==> src/sv/clns_pkg.sv <==
// shared types, constants and init sequence table for the lcd nibble sequencer
`default_nettype none
package clns_pkg;

    localparam int unsigned CFG_ADDR_W = 4;
    localparam int unsigned STEP_W     = 5;

    // register indexes on the configuration port
    localparam logic [1:0] REG_ENABLE_HIGH = 2'd0;
    localparam logic [1:0] REG_SETTLE      = 2'd1;
    localparam logic [1:0] REG_LONG_CMD    = 2'd2;
    localparam logic [1:0] REG_POWER_ON    = 2'd3;

    localparam logic [7:0]  RST_ENABLE_HIGH = 8'd1;
    localparam logic [15:0] RST_SETTLE      = 16'd100;
    localparam logic [15:0] RST_LONG_CMD    = 16'd2000;
    localparam logic [15:0] RST_POWER_ON    = 16'd40000;

    localparam logic [15:0] WAIT_FIRST_US = 16'd5000;
    localparam logic [15:0] WAIT_SHORT_US = 16'd150;

    localparam logic [7:0] CMD_CLEAR = 8'h01;
    localparam logic [7:0] CMD_HOME  = 8'h02;

    localparam logic [STEP_W-1:0] INIT_LAST_STEP = 5'd28;

    typedef enum logic [1:0] {
        ST_IDLE,
        ST_BYTE,
        ST_INIT
    } state_t;

    typedef enum logic [2:0] {
        HOLD_ENABLE,
        HOLD_SETTLE,
        HOLD_LONG,
        HOLD_POWER,
        HOLD_WAIT_FIRST,
        HOLD_WAIT_SHORT
    } hold_sel_t;

    typedef enum logic [1:0] {
        NIB_HI,
        NIB_LO,
        NIB_CONST
    } nib_src_t;

    typedef struct packed {
        logic [3:0] nibble;
        logic       en;
        hold_sel_t  hold_sel;
    } init_entry_t;

    // command from controller to datapath
    typedef struct packed {
        logic       load;
        logic       emit;
        nib_src_t   nib_src;
        logic [3:0] nib_const;
        logic       en;
        hold_sel_t  hold_sel;
        logic       rs_zero;
        logic       last;
    } dp_cmd_t;

    // status from datapath to controller
    typedef struct packed {
        logic out_free;
        logic is_long;
    } dp_status_t;

    // power-on sequence, one pin state per step
    function automatic init_entry_t init_entry(input logic [STEP_W-1:0] idx);
        init_entry_t e;
        e = '{nibble: 4'h0, en: 1'b0, hold_sel: HOLD_SETTLE};
        unique case (idx)
            5'd0:  e = '{4'h0, 1'b0, HOLD_POWER};
            5'd1:  e = '{4'h3, 1'b1, HOLD_ENABLE};
            5'd2:  e = '{4'h3, 1'b0, HOLD_SETTLE};
            5'd3:  e = '{4'h3, 1'b0, HOLD_WAIT_FIRST};
            5'd4:  e = '{4'h3, 1'b1, HOLD_ENABLE};
            5'd5:  e = '{4'h3, 1'b0, HOLD_SETTLE};
            5'd6:  e = '{4'h3, 1'b0, HOLD_WAIT_SHORT};
            5'd7:  e = '{4'h3, 1'b1, HOLD_ENABLE};
            5'd8:  e = '{4'h3, 1'b0, HOLD_SETTLE};
            5'd9:  e = '{4'h3, 1'b0, HOLD_WAIT_SHORT};
            5'd10: e = '{4'h2, 1'b1, HOLD_ENABLE};
            5'd11: e = '{4'h2, 1'b0, HOLD_SETTLE};
            5'd12: e = '{4'h2, 1'b1, HOLD_ENABLE};
            5'd13: e = '{4'h2, 1'b0, HOLD_SETTLE};
            5'd14: e = '{4'h8, 1'b1, HOLD_ENABLE};
            5'd15: e = '{4'h8, 1'b0, HOLD_SETTLE};
            5'd16: e = '{4'h0, 1'b1, HOLD_ENABLE};
            5'd17: e = '{4'h0, 1'b0, HOLD_SETTLE};
            5'd18: e = '{4'hC, 1'b1, HOLD_ENABLE};
            5'd19: e = '{4'hC, 1'b0, HOLD_SETTLE};
            5'd20: e = '{4'h0, 1'b1, HOLD_ENABLE};
            5'd21: e = '{4'h0, 1'b0, HOLD_SETTLE};
            5'd22: e = '{4'h6, 1'b1, HOLD_ENABLE};
            5'd23: e = '{4'h6, 1'b0, HOLD_SETTLE};
            5'd24: e = '{4'h0, 1'b1, HOLD_ENABLE};
            5'd25: e = '{4'h0, 1'b0, HOLD_SETTLE};
            5'd26: e = '{4'h1, 1'b1, HOLD_ENABLE};
            5'd27: e = '{4'h1, 1'b0, HOLD_SETTLE};
            5'd28: e = '{4'h1, 1'b0, HOLD_LONG};
            default: e = '{4'h0, 1'b0, HOLD_SETTLE};
        endcase
        return e;
    endfunction

endpackage
`default_nettype wire

==> src/sv/clns_ctrl.sv <==
// controller state machine: steps through the pin states of one item
`default_nettype none
module clns_ctrl (
    input  wire logic                clk,
    input  wire logic                rst_n,
    input  wire logic                in_valid,
    input  wire logic                in_func,
    output logic                     in_ready,
    input  wire clns_pkg::dp_status_t status,
    output clns_pkg::dp_cmd_t        cmd
);
    import clns_pkg::*;

    state_t              state_reg, state_next;
    logic [STEP_W-1:0]   step_reg, step_next;
    init_entry_t         ie;
    logic                accept;

    assign accept = in_valid && in_ready;
    assign ie     = init_entry(step_reg);

    always_ff @(posedge clk or negedge rst_n) begin
        if (!rst_n) begin
            state_reg <= ST_IDLE;
            step_reg  <= '0;
        end
        else begin
            state_reg <= state_next;
            step_reg  <= step_next;
        end
    end

    // next state
    always_comb begin
        state_next = state_reg;
        step_next  = step_reg;
        unique case (state_reg)
            ST_IDLE: begin
                if (accept) begin
                    state_next = in_func ? ST_INIT : ST_BYTE;
                    step_next  = '0;
                end
            end
            ST_BYTE, ST_INIT: begin
                if (cmd.emit) begin
                    step_next = step_reg + 1'b1;
                    if (cmd.last) begin
                        state_next = ST_IDLE;
                    end
                end
            end
            default: state_next = ST_IDLE;
        endcase
    end

    // outputs
    always_comb begin
        in_ready      = 1'b0;
        cmd           = '0;
        cmd.nib_src   = NIB_HI;
        cmd.hold_sel  = HOLD_SETTLE;
        unique case (state_reg)
            ST_IDLE: begin
                in_ready = 1'b1;
                cmd.load = in_valid;
            end
            ST_BYTE: begin
                cmd.emit = status.out_free;
                unique case (step_reg[2:0])
                    3'd0: begin
                        cmd.nib_src  = NIB_HI;
                        cmd.en       = 1'b1;
                        cmd.hold_sel = HOLD_ENABLE;
                    end
                    3'd1: begin
                        cmd.nib_src  = NIB_HI;
                        cmd.hold_sel = HOLD_SETTLE;
                    end
                    3'd2: begin
                        cmd.nib_src  = NIB_LO;
                        cmd.en       = 1'b1;
                        cmd.hold_sel = HOLD_ENABLE;
                    end
                    3'd3: begin
                        cmd.nib_src  = NIB_LO;
                        cmd.hold_sel = HOLD_SETTLE;
                        cmd.last     = !status.is_long;
                    end
                    3'd4: begin
                        // clear or home idle
                        cmd.nib_src  = NIB_LO;
                        cmd.hold_sel = HOLD_LONG;
                        cmd.rs_zero  = 1'b1;
                        cmd.last     = 1'b1;
                    end
                    default: begin
                        cmd.emit = 1'b0;
                    end
                endcase
            end
            ST_INIT: begin
                cmd.emit      = status.out_free;
                cmd.nib_src   = NIB_CONST;
                cmd.nib_const = ie.nibble;
                cmd.en        = ie.en;
                cmd.hold_sel  = ie.hold_sel;
                cmd.rs_zero   = 1'b1;
                cmd.last      = (step_reg == INIT_LAST_STEP);
            end
            default: begin
                cmd.emit = 1'b0;
            end
        endcase
    end

endmodule
`default_nettype wire

==> src/sv/clns_datapath.sv <==
// datapath: timing registers, input latch and output word register
`default_nettype none
module clns_datapath (
    input  wire logic                           clk,
    input  wire logic                           rst_n,
    input  wire logic                           psel,
    input  wire logic                           penable,
    input  wire logic                           pwrite,
    input  wire logic [clns_pkg::CFG_ADDR_W-1:0] paddr,
    input  wire logic [31:0]                    pwdata,
    output logic [31:0]                         prdata,
    input  wire logic [7:0]                     in_value,
    input  wire logic                           in_rs,
    input  wire clns_pkg::dp_cmd_t              cmd,
    output clns_pkg::dp_status_t                status,
    output logic                                out_valid,
    input  wire logic                           out_ready,
    output logic                                out_rs,
    output logic [3:0]                          out_nibble,
    output logic                                out_en,
    output logic [15:0]                         out_hold,
    output logic                                out_last
);
    import clns_pkg::*;

    logic [7:0]  enable_high_reg;
    logic [15:0] settle_reg;
    logic [15:0] long_cmd_reg;
    logic [15:0] power_on_reg;
    logic        cfg_wr;
    logic [1:0]  cfg_idx;

    logic [7:0]  value_reg;
    logic        rs_reg;

    logic        valid_reg;
    logic        rs_out_reg;
    logic [3:0]  nib_out_reg;
    logic        en_out_reg;
    logic [15:0] hold_out_reg;
    logic        last_out_reg;

    logic [3:0]  nib_next;
    logic [15:0] hold_next;

    assign cfg_wr  = psel && penable && pwrite;
    assign cfg_idx = paddr[3:2];

    always_ff @(posedge clk or negedge rst_n) begin
        if (!rst_n) begin
            enable_high_reg <= RST_ENABLE_HIGH;
            settle_reg      <= RST_SETTLE;
            long_cmd_reg    <= RST_LONG_CMD;
            power_on_reg    <= RST_POWER_ON;
        end
        else if (cfg_wr) begin
            unique case (cfg_idx)
                REG_ENABLE_HIGH: enable_high_reg <= pwdata[7:0];
                REG_SETTLE:      settle_reg      <= pwdata[15:0];
                REG_LONG_CMD:    long_cmd_reg    <= pwdata[15:0];
                REG_POWER_ON:    power_on_reg    <= pwdata[15:0];
                default:         ;
            endcase
        end
    end

    always_comb begin
        unique case (cfg_idx)
            REG_ENABLE_HIGH: prdata = {24'd0, enable_high_reg};
            REG_SETTLE:      prdata = {16'd0, settle_reg};
            REG_LONG_CMD:    prdata = {16'd0, long_cmd_reg};
            REG_POWER_ON:    prdata = {16'd0, power_on_reg};
            default:         prdata = '0;
        endcase
    end

    // captured byte and select
    always_ff @(posedge clk) begin
        if (cmd.load) begin
            value_reg <= in_value;
            rs_reg    <= in_rs;
        end
    end

    assign status = '{out_free: !valid_reg || out_ready,
                      is_long:  !rs_reg && (value_reg == CMD_CLEAR || value_reg == CMD_HOME)};

    always_comb begin
        unique case (cmd.nib_src)
            NIB_HI:    nib_next = value_reg[7:4];
            NIB_LO:    nib_next = value_reg[3:0];
            NIB_CONST: nib_next = cmd.nib_const;
            default:   nib_next = value_reg[3:0];
        endcase
    end

    always_comb begin
        unique case (cmd.hold_sel)
            HOLD_ENABLE:     hold_next = {8'd0, enable_high_reg};
            HOLD_SETTLE:     hold_next = settle_reg;
            HOLD_LONG:       hold_next = long_cmd_reg;
            HOLD_POWER:      hold_next = power_on_reg;
            HOLD_WAIT_FIRST: hold_next = WAIT_FIRST_US;
            HOLD_WAIT_SHORT: hold_next = WAIT_SHORT_US;
            default:         hold_next = settle_reg;
        endcase
    end

    always_ff @(posedge clk or negedge rst_n) begin
        if (!rst_n) begin
            valid_reg <= 1'b0;
        end
        else if (cmd.emit) begin
            valid_reg <= 1'b1;
        end
        else if (out_ready) begin
            valid_reg <= 1'b0;
        end
    end

    always_ff @(posedge clk) begin
        if (cmd.emit) begin
            rs_out_reg   <= rs_reg && !cmd.rs_zero;
            nib_out_reg  <= nib_next;
            en_out_reg   <= cmd.en;
            hold_out_reg <= hold_next;
            last_out_reg <= cmd.last;
        end
    end

    assign out_valid  = valid_reg;
    assign out_rs     = rs_out_reg;
    assign out_nibble = nib_out_reg;
    assign out_en     = en_out_reg;
    assign out_hold   = hold_out_reg;
    assign out_last   = last_out_reg;

endmodule
`default_nettype wire

==> src/sv/char_lcd_nibble_sequencer.sv <==
// top level of the character lcd 4-bit nibble sequencer
//
// Turns each input word into a list of output words, one per pin state of a
// character LCD on a 4-bit bus, each with the time in microseconds it is held.
// A byte write (s_axis_tuser[0] = 0) sends the high and then the low nibble,
// each as an enable-high state and an enable-low settle state; a clear or home
// command with select 0 adds a long idle state, so a byte gives 4 or 5 words.
// An init word (s_axis_tuser[0] = 1) gives the whole 29-state power-on sequence.
// The controller walks one step per cycle and loads one output word per cycle
// while the output register is free; it accepts no new input word until the
// last word of the current one is loaded. Timing registers sit on the APB port
// at byte addresses 0 (enable high), 4 (settle), 8 (long command) and 12 (power
// on) and should be written only while no word is in flight.
`default_nettype none
module char_lcd_nibble_sequencer (
    input  wire logic        clk,
    input  wire logic        rst_n,
    // slave side
    input  wire logic        s_axis_tvalid,
    output logic             s_axis_tready,
    input  wire logic [7:0]  s_axis_tdata,   // [7:0] value
    input  wire logic [1:0]  s_axis_tuser,   // [0] func, [1] reg_select
    // master side
    output logic             m_axis_tvalid,
    input  wire logic        m_axis_tready,
    output logic [23:0]      m_axis_tdata,   // [3:0] bus_nibble, [4] enable_level,
                                             // [20:5] hold_us, [23:21] zero
    output logic             m_axis_tuser,   // [0] rs_level
    output logic             m_axis_tlast,
    // configuration
    input  wire logic        psel,
    input  wire logic        penable,
    input  wire logic        pwrite,
    input  wire logic [3:0]  paddr,
    input  wire logic [31:0] pwdata,
    output logic [31:0]      prdata,
    output logic             pready
);
    import clns_pkg::*;

    dp_cmd_t    cmd;
    dp_status_t status;
    logic [3:0]  nib;
    logic        en;
    logic [15:0] hold;

    // no wait states on the register port
    assign pready = 1'b1;

    // sequencer, one step per emitted word
    clns_ctrl u_ctrl (
        .clk      (clk),
        .rst_n    (rst_n),
        .in_valid (s_axis_tvalid),
        .in_func  (s_axis_tuser[0]),
        .in_ready (s_axis_tready),
        .status   (status),
        .cmd      (cmd)
    );

    // registers, byte latch and output word
    clns_datapath u_dp (
        .clk        (clk),
        .rst_n      (rst_n),
        .psel       (psel),
        .penable    (penable),
        .pwrite     (pwrite),
        .paddr      (paddr),
        .pwdata     (pwdata),
        .prdata     (prdata),
        .in_value   (s_axis_tdata),
        .in_rs      (s_axis_tuser[1]),
        .cmd        (cmd),
        .status     (status),
        .out_valid  (m_axis_tvalid),
        .out_ready  (m_axis_tready),
        .out_rs     (m_axis_tuser),
        .out_nibble (nib),
        .out_en     (en),
        .out_hold   (hold),
        .out_last   (m_axis_tlast)
    );

    // pack the pin state word
    assign m_axis_tdata = {3'b000, hold, en, nib};

endmodule
`default_nettype wire

==> config.mk <==
export PLATFORM = sky130hd
export DESIGN_NAME = char_lcd_nibble_sequencer
export DESIGN_NICKNAME = d
export VERILOG_FILES = /design/src/sv/clns_pkg.sv /design/src/sv/clns_ctrl.sv /design/src/sv/clns_datapath.sv /design/src/sv/char_lcd_nibble_sequencer.sv
export SDC_FILE = /design/constraint.sdc
export NUM_CORES = 1
export LEC_CHECK = 0
export BUFFER_PORTS_ARGS = -buffer_cell sky130_fd_sc_hd__buf_2
export CORE_MARGIN = 1
export CORE_UTILIZATION = 55
export CTS_CLUSTER_SIZE = 8
export DETAILED_ROUTE_END_ITERATION = 16
export PLACE_DENSITY = 0.81
export SLEW_MARGIN = 20
export SYNTH_ARGS = -nofsm -noshare
export SYNTH_HDL_FRONTEND = slang
export SYNTH_SLANG_ARGS = --single-unit
==> constraint.sdc <==
create_clock -name clk -period 3 [get_ports clk]
set_input_delay 0.6 -clock clk [delete_from_list [all_inputs] [get_ports clk]]
set_output_delay 0.6 -clock clk [all_outputs]
set_load 0.02 [all_outputs]
After elaboration in Yosys (flattened, before gate mapping)

Memory sizes are Yosys's and may differ from the RTL's.
Cells that the tools add are included.

Register bits: 96
Memory bits (read-only): 256
Bits of input ports: 53
Output and inout port bits: 61
Word-level logic and storage cells: 89
Memories kept: 1

Memory list:

| memory          | words | width | read ports | clocked after memory_dff | wr ports | RTL line       | text |
|---|---|---|---|---|---|---|---|
| (no name shown) | 32    | 8     | 1          | 0                        | 0        | clns_pkg.sv:76 | `unique case (idx)` |

Add/sub/neg operators: 1
Eq/ne operators: 20
Muxes and demuxes: 25
Reduce and logical (&&, ||, !) cells: 28

Operator list:

| kind                                                                   | number |
|---|---|
| 32-bit case mux with 4 select lines                                    | 1 |
| 16-bit case mux with 5 select lines                                    | 1 |
| 3-bit by 2-bit equality test with 1-bit output (second input constant) | 4 |
| 2-bit case mux with 2 select lines                                     | 3 |
| 6-bit case mux with 2 select lines                                     | 1 |
| 5-bit 2-to-1 mux                                                       | 2 |
| 5-bit case mux with 2 select lines                                     | 1 |
| 3-bit equality test (second input constant)                            | 3 |
| 2-bit equality test (second input constant)                            | 4 |
| 8-bit by 1-bit equality test with 1-bit output (second input constant) | 1 |
| 8-bit by 2-bit equality test with 1-bit output (second input constant) | 1 |
| 1-bit 2-to-1 mux                                                       | 8 |
| 2-bit 2-to-1 mux                                                       | 4 |
| 4-bit case mux with 2 select lines                                     | 1 |
| 2-bit AND reduction                                                    | 4 |
| 2-bit logical NOT                                                      | 3 |
| 3-bit logical NOT                                                      | 2 |
| 3-bit AND reduction                                                    | 2 |
| 5-bit by 1-bit adder with 5-bit output (second input constant)         | 1 |
| 5-bit equality test (second input constant)                            | 1 |
| 1-bit logical AND                                                      | 5 |
| 5-bit OR reduction                                                     | 1 |
| 2-bit by 1-bit equality test with 1-bit output (second input constant) | 2 |
| 1-bit logical NOT                                                      | 4 |
| other kinds (9)                                                        | 14 |

Logic depth before layout (Yosys ltp)

Gate-level depths: netlist (run 1).

Word-level depth: 9
Gate-level depth with buffers: 11
Mapped depth without buffers: 8

Modules after synthesis

Synthesis (run 1) repeated with hierarchy kept, for this count alone.

Cell total of the unflattened synthesis: 443
Area, all modules: 5422.7 um^2

Modules (own cells, without submodules):

| module                    | instances | cells each | area an instance (um^2) | seq. area each (um^2) |
|---|---|---|---|---|
| clns_datapath             | 1         | 311        | 4413.0                  | 2406.1 |
| clns_ctrl                 | 1         | 125        | 964.7                   | 175.2 |
| char_lcd_nibble_sequencer | 1         | 7          | 45.0                    | 0.0 |

Worst setup path before layout (run 1)

Ideal clock, no wire load.

Path kind: input-to-output
Start point: input port paddr[2]
End point: output port prdata[6]
Arrival: 2.053 ns
Data required time: 2.400 ns
Path slack: 0.347 ns
Stages on the path: 3
Path buffers: 2
Cell sequence: clkbuf_1 -> clkbuf_1 -> mux4_2

Word-level cells in the longest chain between the ends: 2
Elaborated cells between the ends (all ways): 5
Classes of those cells: eq/ne (3); mux (1); reduce/logical (1)

Ends and longest elaborated chain:

| what                                        | RTL line                        | text |
|---|---|---|
| start: declaration                          | char_lcd_nibble_sequencer.sv:34 | `input wire logic [3:0] paddr,` |
| 2-bit equality test (tied with other cells) | clns_datapath.sv:68             | `unique case (cfg_idx)` |
| 32-bit case mux with 4 select lines *       | clns_datapath.sv:68             |  |
| end: declaration                            | char_lcd_nibble_sequencer.sv:36 | `output logic [31:0] prdata,` |

Mark *: on every way between the ends. The rest lies on a longest branch, timed or not. The select of a mux whose other input is x is not followed.

Worst setup path after layout (run 1)

Start point: register u_ctrl.state_reg[0]
End point: register u_dp.hold_out_reg[1], in the netlist u_dp.out_hold[1] (data pin)

Word-level cells in the longest chain between the ends: 4
Elaborated cells between the ends (all ways): 9
Classes of those cells: eq/ne (6); mux (2); reduce/logical (1)

Ends and longest elaborated chain:

| what                                                                                  | RTL line             | text |
|---|---|---|
| start: declaration                                                                    | clns_ctrl.sv:14      | `state_t state_reg, state_next;` |
| start signal: assignment                                                              | clns_ctrl.sv:28      | `state_reg <= state_next;` |
| 2-bit equality test or 2-bit by 1-bit equality test with 1-bit output (tied branches) | clns_ctrl.sv:62      | `unique case (state_reg)` |
| 6-bit case mux with 2 select lines *                                                  | clns_ctrl.sv:62      |  |
| 3-bit equality test (tied with other cells)                                           | clns_datapath.sv:98  | `unique case (cmd.hold_sel)` |
| 16-bit case mux with 5 select lines *                                                 | clns_datapath.sv:98  |  |
| net u_dp.hold_next[1]                                                                 | clns_datapath.sv:44  | `logic [15:0] hold_next;` |
| end signal: assignment                                                                | clns_datapath.sv:126 | `hold_out_reg <= hold_next;` |
| end: declaration                                                                      | clns_datapath.sv:40  | `logic [15:0] hold_out_reg;` |

Mark *: on every way through the listed nets, which the timed path passes. The rest lies on a longest branch.
A chain may end at the register's enable or synchronous reset.

==> results of run 1 <==
-- Yosys cell counts, types with 8 or more instances --
| library cell | count | area share (%) |
|---|---|---|
| ha_1 | 12 | 2.9 |
| nand2_1 | 23 | 1.7 |
| dfstp_2 | 15 | 7.6 |
| o21ai_0 | 18 | 1.7 |
| a21oi_1 | 15 | 1.4 |
| inv_1 | 15 | 1.1 |
| mux2_2 | 63 | 14 |
| mux2i_1 | 11 | 2.1 |
| a22o_1 | 8 | 1.4 |
| clkbuf_1 | 14 | 1.0 |
| nor2_1 | 22 | 1.6 |
| mux4_2 | 8 | 3.5 |
| dfrtp_1 | 49 | 24 |
| nand3_1 | 11 | 1.1 |
| buf_4 | 25 | 3.6 |
| edfxtp_1 | 32 | 19 |
-- cells by family (layout without fill, tap and decap cells) --
group,after synthesis,after routing,synth area share (%)
buf+inv,60,132,6.630
xor+xnor,1,1,0.1688
fa+ha+maj,12,12,2.893
compound gates,90,90,12.73
simple gates,86,86,8.148
other cells,2,20,0.1447
mux,83,83,19.55
flops,96,96,49.73
-- report_power, final --
group	leakage (uW)	total (uW)	switching [uW]	internal, uW
Combinational	0.00135	2230	1290	943
Sequential	0.00107	2040	202	1840
Clock	0.0000852	791	479	313
-- per-layer routing --
layer | GRT usage [%] | wire length (um)
met1 | 32.80 | 4926
met2 | 39.81 | 5597
met3 | 5.130 | 640
met4 | 8.824 | 222
met5 | 0 | 0
-- worst reg2reg max path, cell delays in order, from the launching register on --
cell and delay, ns:
dfrtp_1 0.39, inv_1 0.10, ha_1 0.30, and4_1 0.25, o311ai_1 0.63, a21oi_2 0.23, a21oi_2 0.41, buf_4 0.24
a221oi_2 0.07
-- stage by stage --
step / cells / hold slack (ns) / setup WS [ns] / power (uW)
floorplan: 448 / 0.3044 / 0.3472 / 3650
global placement: 615 / 0.4983 / 0.2734 / 4201
detailed placement: 615 / 0.5112 / 0.1703 / 4268
CTS: 631 / 0.3972 / 0.1658 / 5058
global route: 631 / 0.3787 / 0.03796 / 5333
finish: 631 / 0.3883 / 0.1567 / 5065
-- cells in the final DEF, fill, tap and decap left out, types with 2 or more instances in the layout --
cell type,Yosys,routed
o31a_1,3,3
mux2_2,63,63
inv_6,0,2
nand2_1,23,23
ha_1,12,12
dfrtp_1,49,49
o31ai_1,4,4
nand2b_1,5,5
and2_1,7,7
nor2_1,22,22
a221oi_2,4,4
a21oi_2,2,2
buf_2,2,75
a21o_1,2,2
dfstp_2,15,15
and3_1,2,2
a21oi_1,15,15
mux2i_1,11,11
nand3_1,11,11
o22ai_1,3,3
buf_4,25,25
clkbuf_8,0,9
a221oi_1,2,2
nor2b_1,4,4
a221o_1,6,6
clkinvlp_4,0,2
nor3_1,5,5
conb_1,2,20
a22o_1,8,8
o21ai_1,5,5
mux4_2,8,8
o21ai_0,18,18
edfxtp_1,32,32
a31oi_1,5,5
inv_1,15,15
o2bb2ai_1,5,5
-- worst min-delay path by stage --
stage | start | end | slack [ns] | cells past startpoint
2_1_floorplan | rst_n | u_ctrl.state_reg[0]$_DFFE_PN0P_ | 0.30 | 0
3_3_place_gp | u_dp.out_valid$_DFFE_PN0P_ | u_dp.out_valid$_DFFE_PN0P_ | 0.50 | 1
3_5_place_dp | u_dp.out_valid$_DFFE_PN0P_ | u_dp.out_valid$_DFFE_PN0P_ | 0.51 | 1
4_1_cts | s_axis_tuser[1] | u_dp.rs_reg$_DFFE_PP_ | 0.40 | 1
5_1_grt | s_axis_tuser[1] | u_dp.rs_reg$_DFFE_PP_ | 0.38 | 1
6_report | rst_n | u_dp.settle_reg[4]$_DFFE_PN0P_ | 0.39 | 2
-- layout make-up --
cell class	instances	area share [%]
Clock buffer	10	2.179
Clock inverter	6	0.8330
Inverter	16	1.025
Multi-Input combinational cell	292	39.92
Sequential cell	96	44.06
Tap cell	111	2.371
Timing Repair Buffer	100	9.611
==> run_results.csv, run 1 <==
group,metric,value,unit
drt,firstDrtPassIters,5,
run_status,status,"completed",
clock_network,cts.sinks,96,
clock_network,cts_max_path_buffers,2,
power,cellPowerDensity,864.7,mW/mm^2
floorplanning,floorplan.die.width,99.14,um
drt,ant_nets,0,
synth,synth_edf_count,32,
setup_path,slowest_delay,0.63,ns
clock_network,cts_tree,"done",
finish,diodes,0,
finish,layout.nets,580,
global_routing,grt_usage,24.47,%
setup_path,crit_start,"u_ctrl.state_reg[0]$_DFFE_PN0P_",
floorplanning,core_area,0.009196,mm^2
finish,multi_input_area,0.002338,mm^2
global_routing,grt_first_pass_wirelength,18600,um
synth,synth_area_per_cell,12.07,um^2
sta,max_slew_margin,44.93,%
synth,yosysUniqueCellTypes,53,
setup_path,r2r_start,"u_ctrl.state_reg[0]$_DFFE_PN0P_",
setup_path,crit_end,"u_dp.out_hold[1]$_DFFE_PP_",
sta,final_max_slew_viol_count,0,
finish,utilization,63.70,%
floorplanning,dieArea,0.009829,mm^2
setup_path,worst_path_most_repeated_cell,"a21oi_2",
setup_path,crit_family,"compound AO/OA/AOI/OAI gates",
finish,drive_above_1_share,41.15,%
synth,syn_area,0.005190,mm^2
drt,drcViolationCount,0,
sta,timing.setup.tns,0,ns
drt,vias_per_cell,5.978,
global_routing,grt_max_degree,65,
floorplanning,pin_count,114,
finish,finalInstanceArea,0.005858,mm^2
floorplanning,fp-row-count,35,
sta,rsz0062_at_grt,"false",
global_routing,gr-total-overflow,0,
clock_network,cts_buffers,9,
setup_path,ff2ff_path_depth,8,
global_routing,grt_pass1_vias,3739,
synth,synthCells,430,
synth,async_reset_ff_share,66.67,%
setup_path,cp-end-kind,"flip-flop",
setup_path,slowest_stage,"o311ai_1",
clock_network,ctsHtreeMaxLevel,3,
floorplanning,start_util,56.44,%
synth,synth-main-ff-cell,"dfrtp_1",
drt,routed_wl,11390,um
synth,yosysSeqAreaShare,49.73,%
setup_path,critical_path_class,"reg2reg",
setup_path,crit_cells,8,
finish,regArea,0.002581,mm^2
setup_path,start_kind,"flip-flop",
place,portBuffers,75,
sta,setup_viol,0,
clock_network,cts_setup_buffers,0,
drt,vias,3772,
setup_path,crit_required,3.12,ns
sta,hold_viol,0,
synth,ys_ff_latch,96,
global_routing,antenna_found_initial,0,
power,ir_drop,448.2,uV
worst_hold_path,hold_class,"in2async",
setup_path,crit_arrival,2.97,ns
clock_network,postCtsHoldBufs,0,
floorplanning,die_h,99.14,um
setup_path,rr_endpoint,"u_dp.out_hold[1]$_DFFE_PP_",
setup_path,regToRegSetupSlack,0.16,ns
sta,fmax,351.7,MHz
clock_network,clk_pin_slew,0.11,ns
clock_network,cts_root_buf,"clkbuf_8",
job,maxCapViolations,0,
place,gp_congestion,0.8891,
sta,min_period,2.843,ns
drt,detail_route.wl_per_cell,18.05,um
place,hpwl,7912,um
drt,first_iter_violations,240,
clock_network,clk_latency,0.36,ns
power,p_leak,0.002501,uW
finish,nFillCells,700,
synth,ys.warnings.count,0,
setup_path,critical_path.max_fanout,10,
finish,area_growth,12.87,%
sta,worstMarginPinSlew,0.8261,ns
clock_network,ctsResizeCount,0,
setup_path,worst-path-buf-inv,2,
place,placed_area,0.005675,mm^2
sta,period_share,94.78,%
sta,fin_skew,0.01877,ns
setup_path,crit_chain,"inv_1 -> ha_1 -> and4_1 -> o311ai_1 -> a21oi_2 -> a21oi_2 -> buf_4 -> a221oi_2",
Note: power is estimated with default switching activity, not from simulation.
==> run 2: changes to the inputs <==
--- a/config.mk
+++ b/config.mk
@@ -5,6 +5,7 @@
 export SDC_FILE = /design/constraint.sdc
 export NUM_CORES = 1
 export LEC_CHECK = 0
+export ABC_AREA = 1
 export BUFFER_PORTS_ARGS = -buffer_cell sky130_fd_sc_hd__buf_2
 export CORE_MARGIN = 1
 export CORE_UTILIZATION = 55
==> run 2 against run 1 <==
  * Cell area down 1.5%
  * Register-to-register slack better by 0.30 ns
  * Non-clock buffer count down 13
  * Count of clock-buffer cells in the layout up 2
  * Wire length up 6.5%
  * Synthesized area up 0.51%
  * Clock skew down 0.0042 ns
  * Sequential power down 2%
  * Sequential cell count unchanged
  * Utilization down 0.94 points
  * Sequential share of layout area up 0.66 points
  * Die area up 0.49%
  * Highest routed layer unchanged
==> run_results.csv, run 2 <==
group,metric,value,unit
finish,nFillCells,788,
floorplanning,core_area,0.009196,mm^2
synth,synth.top_cell.area_share,23.51,%
drt,drcViolationCount,0,
setup_path,worst-path-buf-inv,2,
floorplanning,start_util,56.72,%
sta,finalWorstSetupSlack,0.4585,ns
sta,max_slew_margin,44.28,%
setup_path,crit_start,"u_ctrl.step_reg[0]$_DFFE_PN0P_",
global_routing,antenna_found_initial,0,
setup_path,regToRegSetupSlack,0.46,ns
finish,multi_input_area,0.002201,mm^2
global_routing,grt_max_degree,35,
job,maxCapViolations,0,
floorplanning,pin_count,114,
clock_network,cts_buffers,9,
synth,synth_area_leaders,"dfrtp_1, edfxtp_1, nand2_1, dfstp_2, o21ai_0",
synth,post-synth-top-area-cell,"dfrtp_1",
clock_network,ctsResizeCount,0,
finish,final_cell_mix,"nand2_1, buf_2, o21ai_0",
place,portBuffers,75,
setup_path,crit_chain,"inv_1 -> ha_1 -> nand2_1 -> inv_2 -> nand2_1 -> nand3_2 -> nand2_2 -> nor2_4 -> nand2_1 -> nor2_1 -> nor2_1 -> nand3_1",
sta,rsz0062_at_grt,"false",
power,p_leak,0.002792,uW
clock_network,postCtsHoldBufs,0,
sta,setup_viol,0,
place,preCtsSetupSlack,0.5349,ns
sta,timing.setup.tns,0,ns
finish,layout_commonest_cell,"nand2_1",
clock_network,cts_tree,"done",
setup_path,crit_arrival,2.77,ns
synth,async_reset_ff_share,66.67,%
floorplanning,floorplan.die.width,99.39,um
sta,hold_viol,0,
finish,utilization,62.76,%
finish,layout.nets,747,
synth,ys.warnings.count,0,
synth,synth_area_per_cell,8.565,um^2
sta,period_share,84.72,%
setup_path,critical_path.max_fanout,17,
drt,routed_wl,12120,um
clock_network,cts_setup_buffers,0,
place,gp_congestion,0.9242,
synth,synth_edf_count,32,
setup_path,r2r_start,"u_ctrl.step_reg[0]$_DFFE_PN0P_",
synth,syn_area,0.005216,mm^2
worst_hold_path,hold_class,"in2async",
finish,regArea,0.002581,mm^2
floorplanning,dieArea,0.009877,mm^2
drt,vias,4371,
drt,firstDrtPassIters,5,
drt,wl_met1,5008,um
synth,yosysMostFrequentCell,"nand2_1",
global_routing,grt_pass1_vias,4246,
floorplanning,die_h,99.39,um
setup_path,crit_required,3.23,ns
drt,top_layer_used,"met4",
floorplanning,fp-row-count,35,
setup_path,crit_family,"simple AND/OR/NAND/NOR gates",
synth,yosysSeqAreaShare,49.48,%
drt,vias_per_cell,5.477,
setup_path,critical_path_class,"reg2reg",
synth,synthCells,609,
finish,diodes,0,
finish,drive_above_1_share,22.42,%
setup_path,cp-end-kind,"flip-flop",
global_routing,grt_first_pass_wirelength,20160,um
setup_path,slowest_delay,0.43,ns
global_routing,gr-total-overflow,0,
power,cellPowerDensity,806.4,mW/mm^2
setup_path,worst_path_most_repeated_cell,"nand2_1",
clock_network,cts_max_path_buffers,2,
finish,area_growth,10.65,%
clock_network,clk_pin_slew,0.10,ns
drt,first_iter_violations,309,
drt,ant_nets,0,
drt,detail_route.wl_per_cell,15.19,um
sta,final_max_slew_viol_count,0,
clock_network,cts_root_buf,"clkbuf_8",
sta,fin_skew,0.01456,ns
setup_path,slowest_stage,"dfrtp_1",
sta,worstMarginPinSlew,0.8358,ns
place,hpwl,8453,um
drt,route.met3.wl,695,um
power,ir_drop,468.8,uV
setup_path,start_kind,"flip-flop",
run_status,status,"completed",
global_routing,grt_usage,26.57,%
sta,min_period,2.542,ns
clock_network,clk_latency,0.37,ns
clock_network,cts.sinks,96,
synth,synth-main-ff-cell,"dfrtp_1",
synth,synth_common_cells,"nand2_1, o21ai_0, dfrtp_1, nand3_1, inv_1",
synth,yosysUniqueCellTypes,40,
drt,wl_met2,6096,um
synth,ys_ff_latch,96,
sta,fmax,393.5,MHz
clock_network,ctsHtreeMaxLevel,3,
run 2: cell count changes after synthesis, sizes merged, moves of 11 or more:
cell / delta
inv: +38
mux2: -64
nor2: +12
o21ai: +47
nand2: +169
mux2i: -11
nand3: +52
run 2: kinds of logic (layout without fill, tap and decap cells):
| family | count (synthesis) | count (layout) | share of synthesized area, % |
|---|---|---|---|
| and+or+nand+nor | 306 | 306 | 27.70 |
| buffers and inverters | 97 | 157 | 9.667 |
| DFF | 96 | 96 | 49.48 |
| AOI/OAI and AO/OA | 94 | 94 | 9.786 |
| adders and majority gates | 12 | 12 | 2.878 |
| other | 2 | 20 | 0.1440 |
| xor gates and xnor gates | 2 | 2 | 0.3359 |
run 2: area by class of cell:
type / count / area share [%]
flip-flops and latches: 96 / 44.72
multi-input cells: 434 / 38.13
repair buffers: 87 / 8.064
inverters: 54 / 3.512
clock buffers: 12 / 2.515
well taps: 111 / 2.406
clock inverters: 4 / 0.6503
run 2: routing by layer:
metal  track usage [%]  vias to the layer above
met5                 0                        -
met4             14.03                        0
met3             5.271                       27
met2             43.64                      182
met1             33.38                     2046
li1                  -                     2116
run 2: worst paths after layout:
check	endpoint	depth (start not counted)
setup / recovery	u_dp.out_hold[4]$_DFFE_PP_	12
max in group asynchronous	u_dp.long_cmd_reg[7]$_DFFE_PN1P_	2
min in group clk	u_dp.value_reg[2]$_DFFE_PP_	1
hold reg to reg	u_dp.enable_high_reg[6]$_DFFE_PN0P_	2
setup reg to reg	u_dp.out_hold[4]$_DFFE_PP_	12
hold / removal	u_dp.long_cmd_reg[1]$_DFFE_PN0P_	1
run 2: metrics by stage:
step | total power [uW] | hold WS [ns] | instance area, um^2 | instances
3_5_place_dp | 3860 | 0.4820 | 5589 | 782
5_1_grt | 4979 | 0.3724 | 5772 | 798
3_3_place_gp | 3809 | 0.4712 | 5589 | 782
4_1_cts | 4677 | 0.3297 | 5772 | 798
2_1_floorplan | 3389 | 0.3044 | 5284 | 627
6_report | 4654 | 0.3315 | 5772 | 798
run 2: worst reg2reg max path: cells and delay by family, from the launching register on:
| family | cells | cell delay, ns |
|---|---|---|
| AND/OR/NAND/NOR | 9 | 1.37 |
| flip-flops | 1 | 0.43 |
| buffers and inverters | 2 | 0.35 |
| adder cells (fa/ha/maj) | 1 | 0.26 |
run 2: power by group:
group | total [uW] | internal (uW) | switching [uW]
clock | 803 | 339 | 465
combinational | 1860 | 567 | 1300
sequential | 1990 | 1780 | 209
total | 4650 | 2680 | 1970
